[src/hw/rtl/hlpd_pkg.sv]
`default_nettype none

package hlpd_pkg;

    typedef logic [2:0] kind_t;

    localparam kind_t KIND_PAYLOAD  = 3'd0;
    localparam kind_t KIND_HS_OK    = 3'd1;
    localparam kind_t KIND_EMPTY    = 3'd2;
    localparam kind_t KIND_HS_BAD   = 3'd3;
    localparam kind_t KIND_OVER     = 3'd4;
    localparam kind_t KIND_DIGIT    = 3'd5;

    typedef logic [1:0] reg_index_t;

    localparam reg_index_t REG_HANDSHAKE_BYTES  = 2'd0;
    localparam reg_index_t REG_HANDSHAKE_LENGTH = 2'd1;
    localparam reg_index_t REG_SIZE_LIMIT       = 2'd2;

    localparam int CFG_DATA_W    = 64;
    localparam int HS_LEN_W      = 4;
    localparam int SIZE_LIMIT_W  = 32;

    localparam logic [SIZE_LIMIT_W-1:0] SIZE_LIMIT_RESET = 32'hFFFF_FFFF;

    localparam logic [7:0] CHAR_NEWLINE = 8'h0A;
    localparam logic [7:0] CHAR_ZERO    = 8'h30;
    localparam logic [7:0] CHAR_NINE    = 8'h39;

    typedef struct packed {
        kind_t      kind;
        logic [7:0] payload;
        logic       last;
    } result_t;

endpackage

`default_nettype wire

[src/hw/rtl/handshake_length_prefixed_deframer_top.sv]
`default_nettype none

// Channel   Direction  Signals                         Contents
// s_*       in         s_tvalid s_tready s_tdata       received byte
// m_*       out        m_tvalid m_tready m_tdata/tuser payload byte, kind, tlast on final byte
// cfg_*     in         cfg_we cfg_index cfg_data       handshake bytes, length, size limit
//
// One byte is taken per cycle while s_tready is high; each item's result is registered in the output stage.
// The per-byte step is a single compare or a shift-add by ten and a limit compare.
// A two-entry output stage (result register plus skid register) keeps s_tready high
// under downstream stall until both entries fill; s_tready drops only when both are full.
// rst_n clears the control state and valid flags and loads register reset values; no clearing pass is needed.
module handshake_length_prefixed_deframer_top #(
    parameter int HANDSHAKE_MAX_BYTES = 8,
    parameter int LENGTH_BITS         = 32
) (
    input  wire logic                            clk,
    input  wire logic                            rst_n,

    input  wire logic                            s_tvalid,
    output logic                                 s_tready,
    input  wire logic [7:0]                      s_tdata,   // [7:0] rx_byte

    output logic                                 m_tvalid,
    input  wire logic                            m_tready,
    output logic [7:0]                           m_tdata,   // [7:0] payload
    output logic [2:0]                           m_tuser,   // [2:0] kind
    output logic                                 m_tlast,

    input  wire logic                            cfg_we,
    input  wire hlpd_pkg::reg_index_t            cfg_index,
    input  wire logic [hlpd_pkg::CFG_DATA_W-1:0] cfg_data
);

    localparam int HS_W   = 8 * HANDSHAKE_MAX_BYTES;
    localparam int CMP_W  = (LENGTH_BITS > hlpd_pkg::SIZE_LIMIT_W) ?
                            LENGTH_BITS : hlpd_pkg::SIZE_LIMIT_W;
    localparam int NEXT_W = LENGTH_BITS + 4;
    localparam logic [CMP_W-1:0] LEN_MAX = CMP_W'({LENGTH_BITS{1'b1}});
    localparam logic [hlpd_pkg::HS_LEN_W-1:0] HS_MAX =
        hlpd_pkg::HS_LEN_W'(HANDSHAKE_MAX_BYTES);

    typedef enum logic [1:0] {
        PH_HANDSHAKE = 2'd0,
        PH_SIZE      = 2'd1,
        PH_MESSAGE   = 2'd2,
        PH_ERROR     = 2'd3
    } phase_t;

    // Configuration registers
    logic [HS_W-1:0]                       hs_bytes_reg;
    logic [hlpd_pkg::HS_LEN_W-1:0]         hs_len_reg;
    logic [hlpd_pkg::SIZE_LIMIT_W-1:0]     size_limit_reg;

    // Deframer state
    phase_t                                phase_reg, phase_next;
    logic [3:0]                            pos_reg, pos_next;
    logic                                  mismatch_reg, mismatch_next;
    logic [LENGTH_BITS-1:0]                acc_reg, acc_next;
    logic                                  over_reg, over_next;
    logic [LENGTH_BITS-1:0]                rem_reg, rem_next;

    // Output stage
    logic                                  out_valid_reg;
    hlpd_pkg::result_t                     out_reg;
    logic                                  skid_valid_reg;
    hlpd_pkg::result_t                     skid_reg;

    logic                                  in_accept;
    logic                                  out_take;
    logic                                  res_valid;
    hlpd_pkg::result_t                     res;

    // Size-line step, shared by the size phase and a skipped handshake
    logic [CMP_W-1:0]                      limit_wide;
    logic [LENGTH_BITS-1:0]                eff_limit;
    logic                                  is_digit;
    logic [NEXT_W-1:0]                     acc_times_ten;
    logic                                  sz_valid;
    hlpd_pkg::kind_t                       sz_kind;
    phase_t                                sz_phase;
    logic [LENGTH_BITS-1:0]                sz_acc;
    logic                                  sz_over;
    logic [LENGTH_BITS-1:0]                sz_rem;

    // Handshake step
    logic [hlpd_pkg::HS_LEN_W-1:0]         hs_len_eff;
    logic [7:0]                            hs_expect;
    logic [3:0]                            pos_inc;
    logic                                  hs_miss;

    assign in_accept = s_tvalid && s_tready;
    assign out_take  = out_valid_reg && m_tready;
    assign s_tready  = !skid_valid_reg;

    assign m_tvalid  = out_valid_reg;
    assign m_tuser   = out_reg.kind;
    assign m_tdata   = out_reg.payload;
    assign m_tlast   = out_reg.last;

    always_comb
    begin
        limit_wide    = CMP_W'(size_limit_reg);
        if (limit_wide > LEN_MAX)
        begin
            limit_wide = LEN_MAX;
        end
        eff_limit     = LENGTH_BITS'(limit_wide);
        is_digit      = (s_tdata >= hlpd_pkg::CHAR_ZERO) && (s_tdata <= hlpd_pkg::CHAR_NINE);
        acc_times_ten = (NEXT_W'(acc_reg) << 3) + (NEXT_W'(acc_reg) << 1)
                        + NEXT_W'(s_tdata[3:0]);

        sz_valid = 1'b0;
        sz_kind  = hlpd_pkg::KIND_PAYLOAD;
        sz_phase = PH_SIZE;
        sz_acc   = acc_reg;
        sz_over  = over_reg;
        sz_rem   = rem_reg;

        if (s_tdata == hlpd_pkg::CHAR_NEWLINE)
        begin
            if (over_reg)
            begin
                sz_valid = 1'b1;
                sz_kind  = hlpd_pkg::KIND_OVER;
                sz_phase = PH_ERROR;
            end
            else if (acc_reg == '0)
            begin
                sz_valid = 1'b1;
                sz_kind  = hlpd_pkg::KIND_EMPTY;
            end
            else
            begin
                sz_rem   = acc_reg;
                sz_acc   = '0;
                sz_phase = PH_MESSAGE;
            end
        end
        else if (!is_digit)
        begin
            sz_valid = 1'b1;
            sz_kind  = hlpd_pkg::KIND_DIGIT;
            sz_phase = PH_ERROR;
        end
        else if (!over_reg)
        begin
            // The accumulator freezes once a digit would take it past the limit.
            if (acc_times_ten > NEXT_W'(eff_limit))
            begin
                sz_over = 1'b1;
            end
            else
            begin
                sz_acc = LENGTH_BITS'(acc_times_ten);
            end
        end
    end

    always_comb
    begin
        hs_len_eff = (hs_len_reg > HS_MAX) ? HS_MAX : hs_len_reg;
        hs_expect  = 8'(hs_bytes_reg >> (6'(pos_reg[2:0]) << 3));
        pos_inc    = {1'b0, pos_reg[2:0]} + 4'd1;
        hs_miss    = mismatch_reg || (hs_expect != s_tdata);
    end

    always_comb
    begin
        phase_next    = phase_reg;
        pos_next      = pos_reg;
        mismatch_next = mismatch_reg;
        acc_next      = acc_reg;
        over_next     = over_reg;
        rem_next      = rem_reg;
        res_valid     = 1'b0;
        res           = '0;

        if (in_accept)
        begin
            case (phase_reg)
                PH_HANDSHAKE:
                begin
                    if (hs_len_eff == '0)
                    begin
                        // No handshake configured: the byte belongs to the size line.
                        pos_next      = '0;
                        mismatch_next = 1'b0;
                        phase_next    = sz_phase;
                        acc_next      = sz_acc;
                        over_next     = sz_over;
                        rem_next      = sz_rem;
                        res_valid     = sz_valid;
                        res.kind      = sz_kind;
                    end
                    else
                    begin
                        pos_next      = pos_inc;
                        mismatch_next = hs_miss;
                        if (pos_inc >= hs_len_eff)
                        begin
                            res_valid = 1'b1;
                            if (hs_miss)
                            begin
                                res.kind   = hlpd_pkg::KIND_HS_BAD;
                                phase_next = PH_ERROR;
                            end
                            else
                            begin
                                res.kind   = hlpd_pkg::KIND_HS_OK;
                                phase_next = PH_SIZE;
                            end
                        end
                    end
                end
                PH_SIZE:
                begin
                    phase_next = sz_phase;
                    acc_next   = sz_acc;
                    over_next  = sz_over;
                    rem_next   = sz_rem;
                    res_valid  = sz_valid;
                    res.kind   = sz_kind;
                end
                PH_MESSAGE:
                begin
                    res_valid   = 1'b1;
                    res.kind    = hlpd_pkg::KIND_PAYLOAD;
                    res.payload = s_tdata;
                    if (rem_reg <= LENGTH_BITS'(1))
                    begin
                        res.last   = 1'b1;
                        rem_next   = '0;
                        phase_next = PH_SIZE;
                    end
                    else
                    begin
                        rem_next = rem_reg - LENGTH_BITS'(1);
                    end
                end
                PH_ERROR:
                begin
                    // Sticky: bytes are consumed without a result.
                end
                default:
                begin
                end
            endcase
        end
    end

    always_ff @(posedge clk or negedge rst_n)
    begin
        if (!rst_n)
        begin
            hs_bytes_reg   <= '0;
            hs_len_reg     <= '0;
            size_limit_reg <= hlpd_pkg::SIZE_LIMIT_RESET;
            phase_reg      <= PH_HANDSHAKE;
            pos_reg        <= '0;
            mismatch_reg   <= 1'b0;
            acc_reg        <= '0;
            over_reg       <= 1'b0;
            rem_reg        <= '0;
            out_valid_reg  <= 1'b0;
            skid_valid_reg <= 1'b0;
        end
        else
        begin
            if (cfg_we)
            begin
                case (cfg_index)
                    hlpd_pkg::REG_HANDSHAKE_BYTES:
                    begin
                        hs_bytes_reg <= HS_W'(cfg_data);
                    end
                    hlpd_pkg::REG_HANDSHAKE_LENGTH:
                    begin
                        hs_len_reg <= cfg_data[hlpd_pkg::HS_LEN_W-1:0];
                    end
                    hlpd_pkg::REG_SIZE_LIMIT:
                    begin
                        size_limit_reg <= cfg_data[hlpd_pkg::SIZE_LIMIT_W-1:0];
                    end
                    default:
                    begin
                    end
                endcase
            end

            phase_reg    <= phase_next;
            pos_reg      <= pos_next;
            mismatch_reg <= mismatch_next;
            acc_reg      <= acc_next;
            over_reg     <= over_next;
            rem_reg      <= rem_next;

            // While the skid entry is full no item is accepted, so only draining happens.
            if (skid_valid_reg)
            begin
                if (out_take)
                begin
                    out_reg        <= skid_reg;
                    skid_valid_reg <= 1'b0;
                end
            end
            else if (res_valid)
            begin
                if (!out_valid_reg || out_take)
                begin
                    out_reg       <= res;
                    out_valid_reg <= 1'b1;
                end
                else
                begin
                    skid_reg       <= res;
                    skid_valid_reg <= 1'b1;
                end
            end
            else if (out_take)
            begin
                out_valid_reg <= 1'b0;
            end
        end
    end

endmodule

`default_nettype wire
[config.mk]
export PLATFORM = sky130hd
export DESIGN_NAME = handshake_length_prefixed_deframer_top
export DESIGN_NICKNAME = d
export VERILOG_FILES = /design/src/hw/rtl/hlpd_pkg.sv /design/src/hw/rtl/handshake_length_prefixed_deframer_top.sv
export SDC_FILE = /design/constraint.sdc
export NUM_CORES = 1
export LEC_CHECK = 0
export BUFFER_PORTS_ARGS = -buffer_cell sky130_fd_sc_hd__buf_2
export CAP_MARGIN = 10
export CELL_PAD_IN_SITES_DETAIL_PLACEMENT = 0
export CELL_PAD_IN_SITES_GLOBAL_PLACEMENT = 2
export CORE_MARGIN = 8
export CORE_UTILIZATION = 36
export DETAILED_ROUTE_END_ITERATION = 6
export PLACE_DENSITY = 0.74
export SKIP_LAST_GASP = 1
export SYNTH_ARGS = -nofsm -noshare
export SYNTH_HDL_FRONTEND = slang
export SYNTH_SLANG_ARGS = --single-unit
[constraint.sdc]
create_clock -name clk -period 4.78 [get_ports clk]
set_input_delay 0.717 -clock clk [delete_from_list [all_inputs] [get_ports clk]]
set_output_delay 0.717 -clock clk [all_outputs]
set_load 0.01 [all_outputs]
-- After elaboration in Yosys (flattened, before gate mapping)
Index checks and enable logic that the tools add are counted.
Widths: inputs -> output; s select.
- flip-flop bits (word level): 197
- bits of input ports: 79
- bits in latches: 0
- logic and storage cells: 131
- memories: 0
- memory bits (read-only): 0
- RAM bits: 0
- output and inout bits: 14
- $add $sub $neg: 4
- muxes and demuxes: 63
- div/mod/pow operators: 0
- order comparisons: 7
- equality and inequality tests: 11
- $mul: 0
- shift-type cells: 1
- bitwise gates (word level): 2
- reduce and logical (&&, ||, !) cells: 26
- operators by type and width (operator ; count):
    $mux 32 ; 13
    $pmux 32 s3 ; 1
    $pmux 32 s2 ; 1
    $shr 64x6->8 ; 1
    $mux 12 ; 5
    $add 35x33->36 ; 1
    $add 36x4->36 ; 1
    $gt 36x32->1 ; 1
    $gt 32x32->1 const B ; 1
    $le 32x1->1 const B ; 1
    $logic_not 32->1 ; 1
    $sub 32x1->32 const B ; 1
    $mux 1 ; 21
    $mux 2 ; 10
    $mux 3 ; 6
    $reduce_and 4->1 ; 3
    $mux 9 ; 1
    $reduce_and 3->1 ; 3
    $eq 8x4->1 const B ; 1
    $ge 8x6->1 const B ; 1
    $le 8x6->1 const B ; 1
    $ne 8x8->1 ; 1
    $reduce_and 2->1 ; 4
    $reduce_bool 2->1 ; 4
    20 further kinds ; 30

-- Depth between registers and ports, before layout
- word-level depth: 11
- depth in mapped cells: 24
- mapped depth without buffers: 22

-- Worst setup path after synthesis
OpenSTA, ideal clock, no wires.
- path kind: in2reg
- start: in s_tdata[3]
- end: reg acc_reg[2]
- setup slack: -0.744 ns
- path buffers: 1
- arrival: 5.403 ns
- library setup time: 0.121 ns
- required time: 4.659 ns
- stages on the path: 22
- path through: fa_1 -> ha_1 -> a21o_1 -> a21oi_1 -> o21ba_2 -> o21ai_2 -> a221o_1 -> a21oi_1 -> nor3_1 -> a211oi_1 -> xnor2_1 -> ha_1 -> a21oi_1 -> o21ai_0 -> a2111oi_0 -> o21ai_0 -> o21ai_0 -> o311ai_1 -> a2111oi_4 -> o21ai_1 -> buf_2 -> a22o_1
- cells in the longest elaborated chain, start to end: 8
- elaborated cells between the ends (all ways): 12
- those cells by class: add/sub: 1; order compare: 3; eq/ne: 1; mux: 6; reduce/logical: 1
- RTL lines (element ; RTL line ; source):
    start: declaration ; handshake_length_prefixed_deframer_top.sv:22 ; input wire logic [7:0] s_tdata,
    $add 36x4->36 ; handshake_length_prefixed_deframer_top.sv:111 ; + NEXT_W'(s_tdata[3:0]);
    $gt 36x32->1 ; handshake_length_prefixed_deframer_top.sv:149 ; if (acc_times_ten > NEXT_W'(eff_limit))
    $mux 32 ; handshake_length_prefixed_deframer_top.sv:149 ;
    $mux 32 ; handshake_length_prefixed_deframer_top.sv:146 ; else if (!over_reg)
    $mux 32 ; handshake_length_prefixed_deframer_top.sv:140 ; else if (!is_digit)
    $mux 32 * ; handshake_length_prefixed_deframer_top.sv:120 ; if (s_tdata == hlpd_pkg::CHAR_NEWLINE)
    $mux 32 ; handshake_length_prefixed_deframer_top.sv:184 ; if (hs_len_eff == '0)
    $pmux 32 s2 * ; handshake_length_prefixed_deframer_top.sv:181 ; case (phase_reg)
    end signal: assignment ; handshake_length_prefixed_deframer_top.sv:294 ; acc_reg <= acc_next;
    end: declaration ; handshake_length_prefixed_deframer_top.sv:59 ; logic [LENGTH_BITS-1:0] acc_reg, acc_next;
Mark *: on every way between the ends. The rest lies on a longest branch, timed or not. The select of a mux whose other input is x is not followed.
A chain may end at the register's enable or synchronous reset.

-- Final worst setup path
- start: reg acc_reg[2]
- end: reg acc_reg[5]
- cells in the longest elaborated chain, start to end: 9
- elaborated cells between the ends (all ways): 12
- those cells by class: add/sub: 2; order compare: 1; mux: 8; reduce/logical: 1
- RTL lines (element ; RTL line ; source):
    $add 35x33->36 ; handshake_length_prefixed_deframer_top.sv:110 ; acc_times_ten = (NEXT_W'(acc_reg) << 3) + (NEXT_W'(acc_reg) << 1)
    $add 36x4->36 ; handshake_length_prefixed_deframer_top.sv:111 ;
    $gt 36x32->1 ; handshake_length_prefixed_deframer_top.sv:149 ;
    $mux 32 ; handshake_length_prefixed_deframer_top.sv:149 ;
    $mux 32 ; handshake_length_prefixed_deframer_top.sv:146 ;
    $mux 32 ; handshake_length_prefixed_deframer_top.sv:140 ;
    $mux 32 * ; handshake_length_prefixed_deframer_top.sv:120 ;
    $mux 32 ; handshake_length_prefixed_deframer_top.sv:184 ;
    $pmux 32 s2 * ; handshake_length_prefixed_deframer_top.sv:181 ;
Marked as above.

==> results.ini <==
[outcome]
status = complete, but fails checks
violations = negative setup slack

[layout]
area_growth_pct = 23.02
drive_gt1_share_pct = 33.16
stdcell_area_um2 = 14840
post-route-util_pct = 44.60
fin_cells = 1826
fill_cells = 3276
largest_reg_flops = 64
diodes = 0
nNetsFinal = 1553

[routing]
wire_per_inst_um = 19.25
vias = 9641
met2WireLength_um = 15940
wl_met1_um = 17330
drc_errors = 0
postRouteAntennaNets = 0
routed_wl_um = 35150
viasPerCell = 5.280
routed.top_layer = met5
wl_met3_um = 1139
dr.pass1.iters = 4
drt_first_iter_violations = 514

[critical_path]
worst_ep_arrival_time_ns = 5.61
r2r_start = acc_reg[2]
crit_path_start = acc_reg[2]
path_class = reg -> reg
cp_max_fo = 24
endpoint_kind = register
crit_required_ns = 5.17
startpoint_type = register

[timing]
min_period_ns = 5.229
final_hold_viol_count = 0
fin_setup_tns_ns = -13.60
setup_violations = 33
maxSlewViolCount = 0
slew_headroom_pct = 45.02
setup_ws_ns = -0.4485
tightest_slew_ns = 0.8247
skew_ns = 0.01878
fmax_ghz = 0.1913
finalCritPeriodShare_pct = 109.4
rsz0062_at_grt = yes

[clocking]
holdBufCountCts = 0
numClockSinks = 197
cts_tree = built
clkSlewWorstSetupHoldPaths_ns = 0.08
cts_max_path_buffers = 2
clock_latency_ns = 0.46
cts-buffers-inserted = 17
cts_max_level = 4
cts.root.buffer_cell = clkbuf_16

[flow_run]
maxCapViolCount = 0

[logic_synthesis]
async_flop_share_pct = 87.82
synth-main-ff-cell = dfrtp_1
syn_inst = 1140
syn_area_um2 = 12070
ys_ff_latch = 197
syn_area_per_cell_um2 = 10.58
synth_edf_count = 24
syn-num-nets = 1328
yosysWarnings = 0
ys_types = 71
yosysSeqAreaShare_pct = 42.19

[power]
p_comb_share_pct = 32.7
seq_power_share_pct = 41.7
p_per_area_nw_per_um2 = 368.2
p_clk_share_pct = 25.7
switching_power_mw = 1.963
internal_power_mw = 3.502
ir_drop_uv = 265.7
p_leak_nw = 7.018
switching_share_pct = 35.91

[placement]
io_buffers = 92
place_congestion = 0.8368
dp_cells = 1789
post-place-ws_ns = -0.9900
place_area_um2 = 14160
dp_hpwl_um = 27510

[grt]
antenna_found_initial = 1
grt_use_total_pct = 18.36
grt_pass1_wl_um = 56320
first_global_vias = 10060
grt_max_degree = 115
grt-ovfl-total = 0

[die]
fp.coreArea_um2 = 33280
die-area_um2 = 39630
die_w_um = 199.1
die_h_um = 199.1
io_pins = 93
fp-row-count = 67
start_util_pct = 36.25

[worst_hold_path]
min_path_type = in -> async

area by class of cell:
class | count | area, um^2 | share of cell area [%]
multi-input cells | 845 | 6740 | 45.41
flip-flops and latches | 197 | 5090 | 34.29
repair buffers | 251 | 1702 | 11.46
well taps | 448 | 560.5 | 3.776
clock buffers | 22 | 464.2 | 3.127
inverters | 53 | 198.9 | 1.340
clock inverters | 10 | 87.58 | 0.5901
synthesized netlist by cell type (all sizes together), types with 16 or more instances:
library cell  number  area share, %
a21o              23            1.4
a21oi             90            3.7
a22o              32            2.3
clkbuf            32            1.0
dfrtp            141             29
dfstp             32            7.0
edfxtp            24            6.0
ha               107             11
inv               52            1.6
mux2             104            9.7
mux4              16            3.0
nand2             78            2.4
nand4             19           0.99
nor2              57            1.8
nor3              32            1.3
nor4              19           0.99
o21ai             96            4.1
xnor2             19            1.4
xor2              19            1.4
routing by layer:
layer | vias to the layer above | GRT usage [%]
met4 | 2 | 5.655
met3 | 31 | 3.301
li1 | 4712 | -
met2 | 169 | 28.76
met5 | - | 0
met1 | 4727 | 25.51
placed cells by master (no fill, tap or decap), types with 4 or more instances in the layout:
master / count
buf_4: 155
dfrtp_1: 141
ha_1: 105
mux2_2: 103
buf_2: 91
a21oi_1: 87
o21ai_0: 85
nand2_1: 78
nor2_1: 57
inv_1: 52
nor3_1: 32
a22o_1: 32
dfstp_2: 32
edfxtp_1: 24
a21o_1: 22
xor2_1: 19
xnor2_1: 19
nand4_1: 19
nor4_1: 18
clkbuf_16: 17
mux4_2: 16
and3_1: 13
nand3_1: 10
a32oi_1: 10
nor2b_1: 9
mux2i_1: 8
a22oi_1: 8
or3_1: 6
o21ai_1: 6
and2_1: 5
o21bai_1: 4
o211ai_1: 4
a211oi_1: 4
inv_6: 4
cell families after synthesis:
kind of cell / after synthesis / share of synthesized area (%)
xor+xnor: 38 / 2.758
compound gates: 299 / 15.78
mux: 128 / 13.36
simple gates: 271 / 11.18
buf+inv: 98 / 3.308
flops: 197 / 42.19
fa+ha+maj: 109 / 11.43
power by group through the flow:
| stage | clock [mW] | combinational [mW] | sequential [mW] |
|---|---|---|---|
| after global placement | 0 | 1.78 | 2.30 |
| final | 1.40 | 1.79 | 2.28 |
| after detailed placement | 0 | 1.80 | 2.31 |
| after CTS | 1.45 | 1.81 | 2.28 |
| after floorplan | 0 | 1.27 | 2.22 |
| after global routing | 1.50 | 1.99 | 2.33 |
worst max-delay path, cell delays in order (launching register included):
cell and delay, ns:
dfrtp_1 0.42, fa_1 0.54, fa_2 0.39, a21o_4 0.25, a221oi_4 0.32, a211oi_4 0.13
o21ai_2 0.16, a21oi_2 0.08, buf_4 0.14, xor2_1 0.15, ha_1 0.29, nand4_1 0.16
nor4_4 0.34, nor3b_4 0.26, nand2_1 0.10, mux2_4 0.29, o21ai_4 0.07, o311ai_4 0.12
a2111oi_4 0.37, and3_4 0.28, buf_12 0.16, a22o_1 0.16
repair_timing:
action,CTS,global route
gates resized for setup,6,9
setup endpoints to repair,33,33
buffers inserted,3,2
pin swaps,3,1
worst paths after layout:
kind                                    endpoint  slack, ns  depth (start not counted)
worst max-delay path                  acc_reg[5]      -0.45                         21
min in group clk                  skid_valid_reg       0.47                          2
max in group asynchronous            acc_reg[28]       3.10                          3
worst min register to register  hs_bytes_reg[52]       0.50                          1
worst max register to register        acc_reg[5]      -0.45                         21
worst min-delay path                  rem_reg[5]       0.12                          1
per-stage QoR:
stage / hold WS (ns) / total power [mW]
finish: 0.1176 / 5.465
global route: 0.1283 / 5.810
CTS: 0.1066 / 5.532
detailed placement: 0.4920 / 4.110
global placement: 0.4836 / 4.080
floorplan: 0.4214 / 3.490
Note: power is estimated with default switching activity, not from simulation.
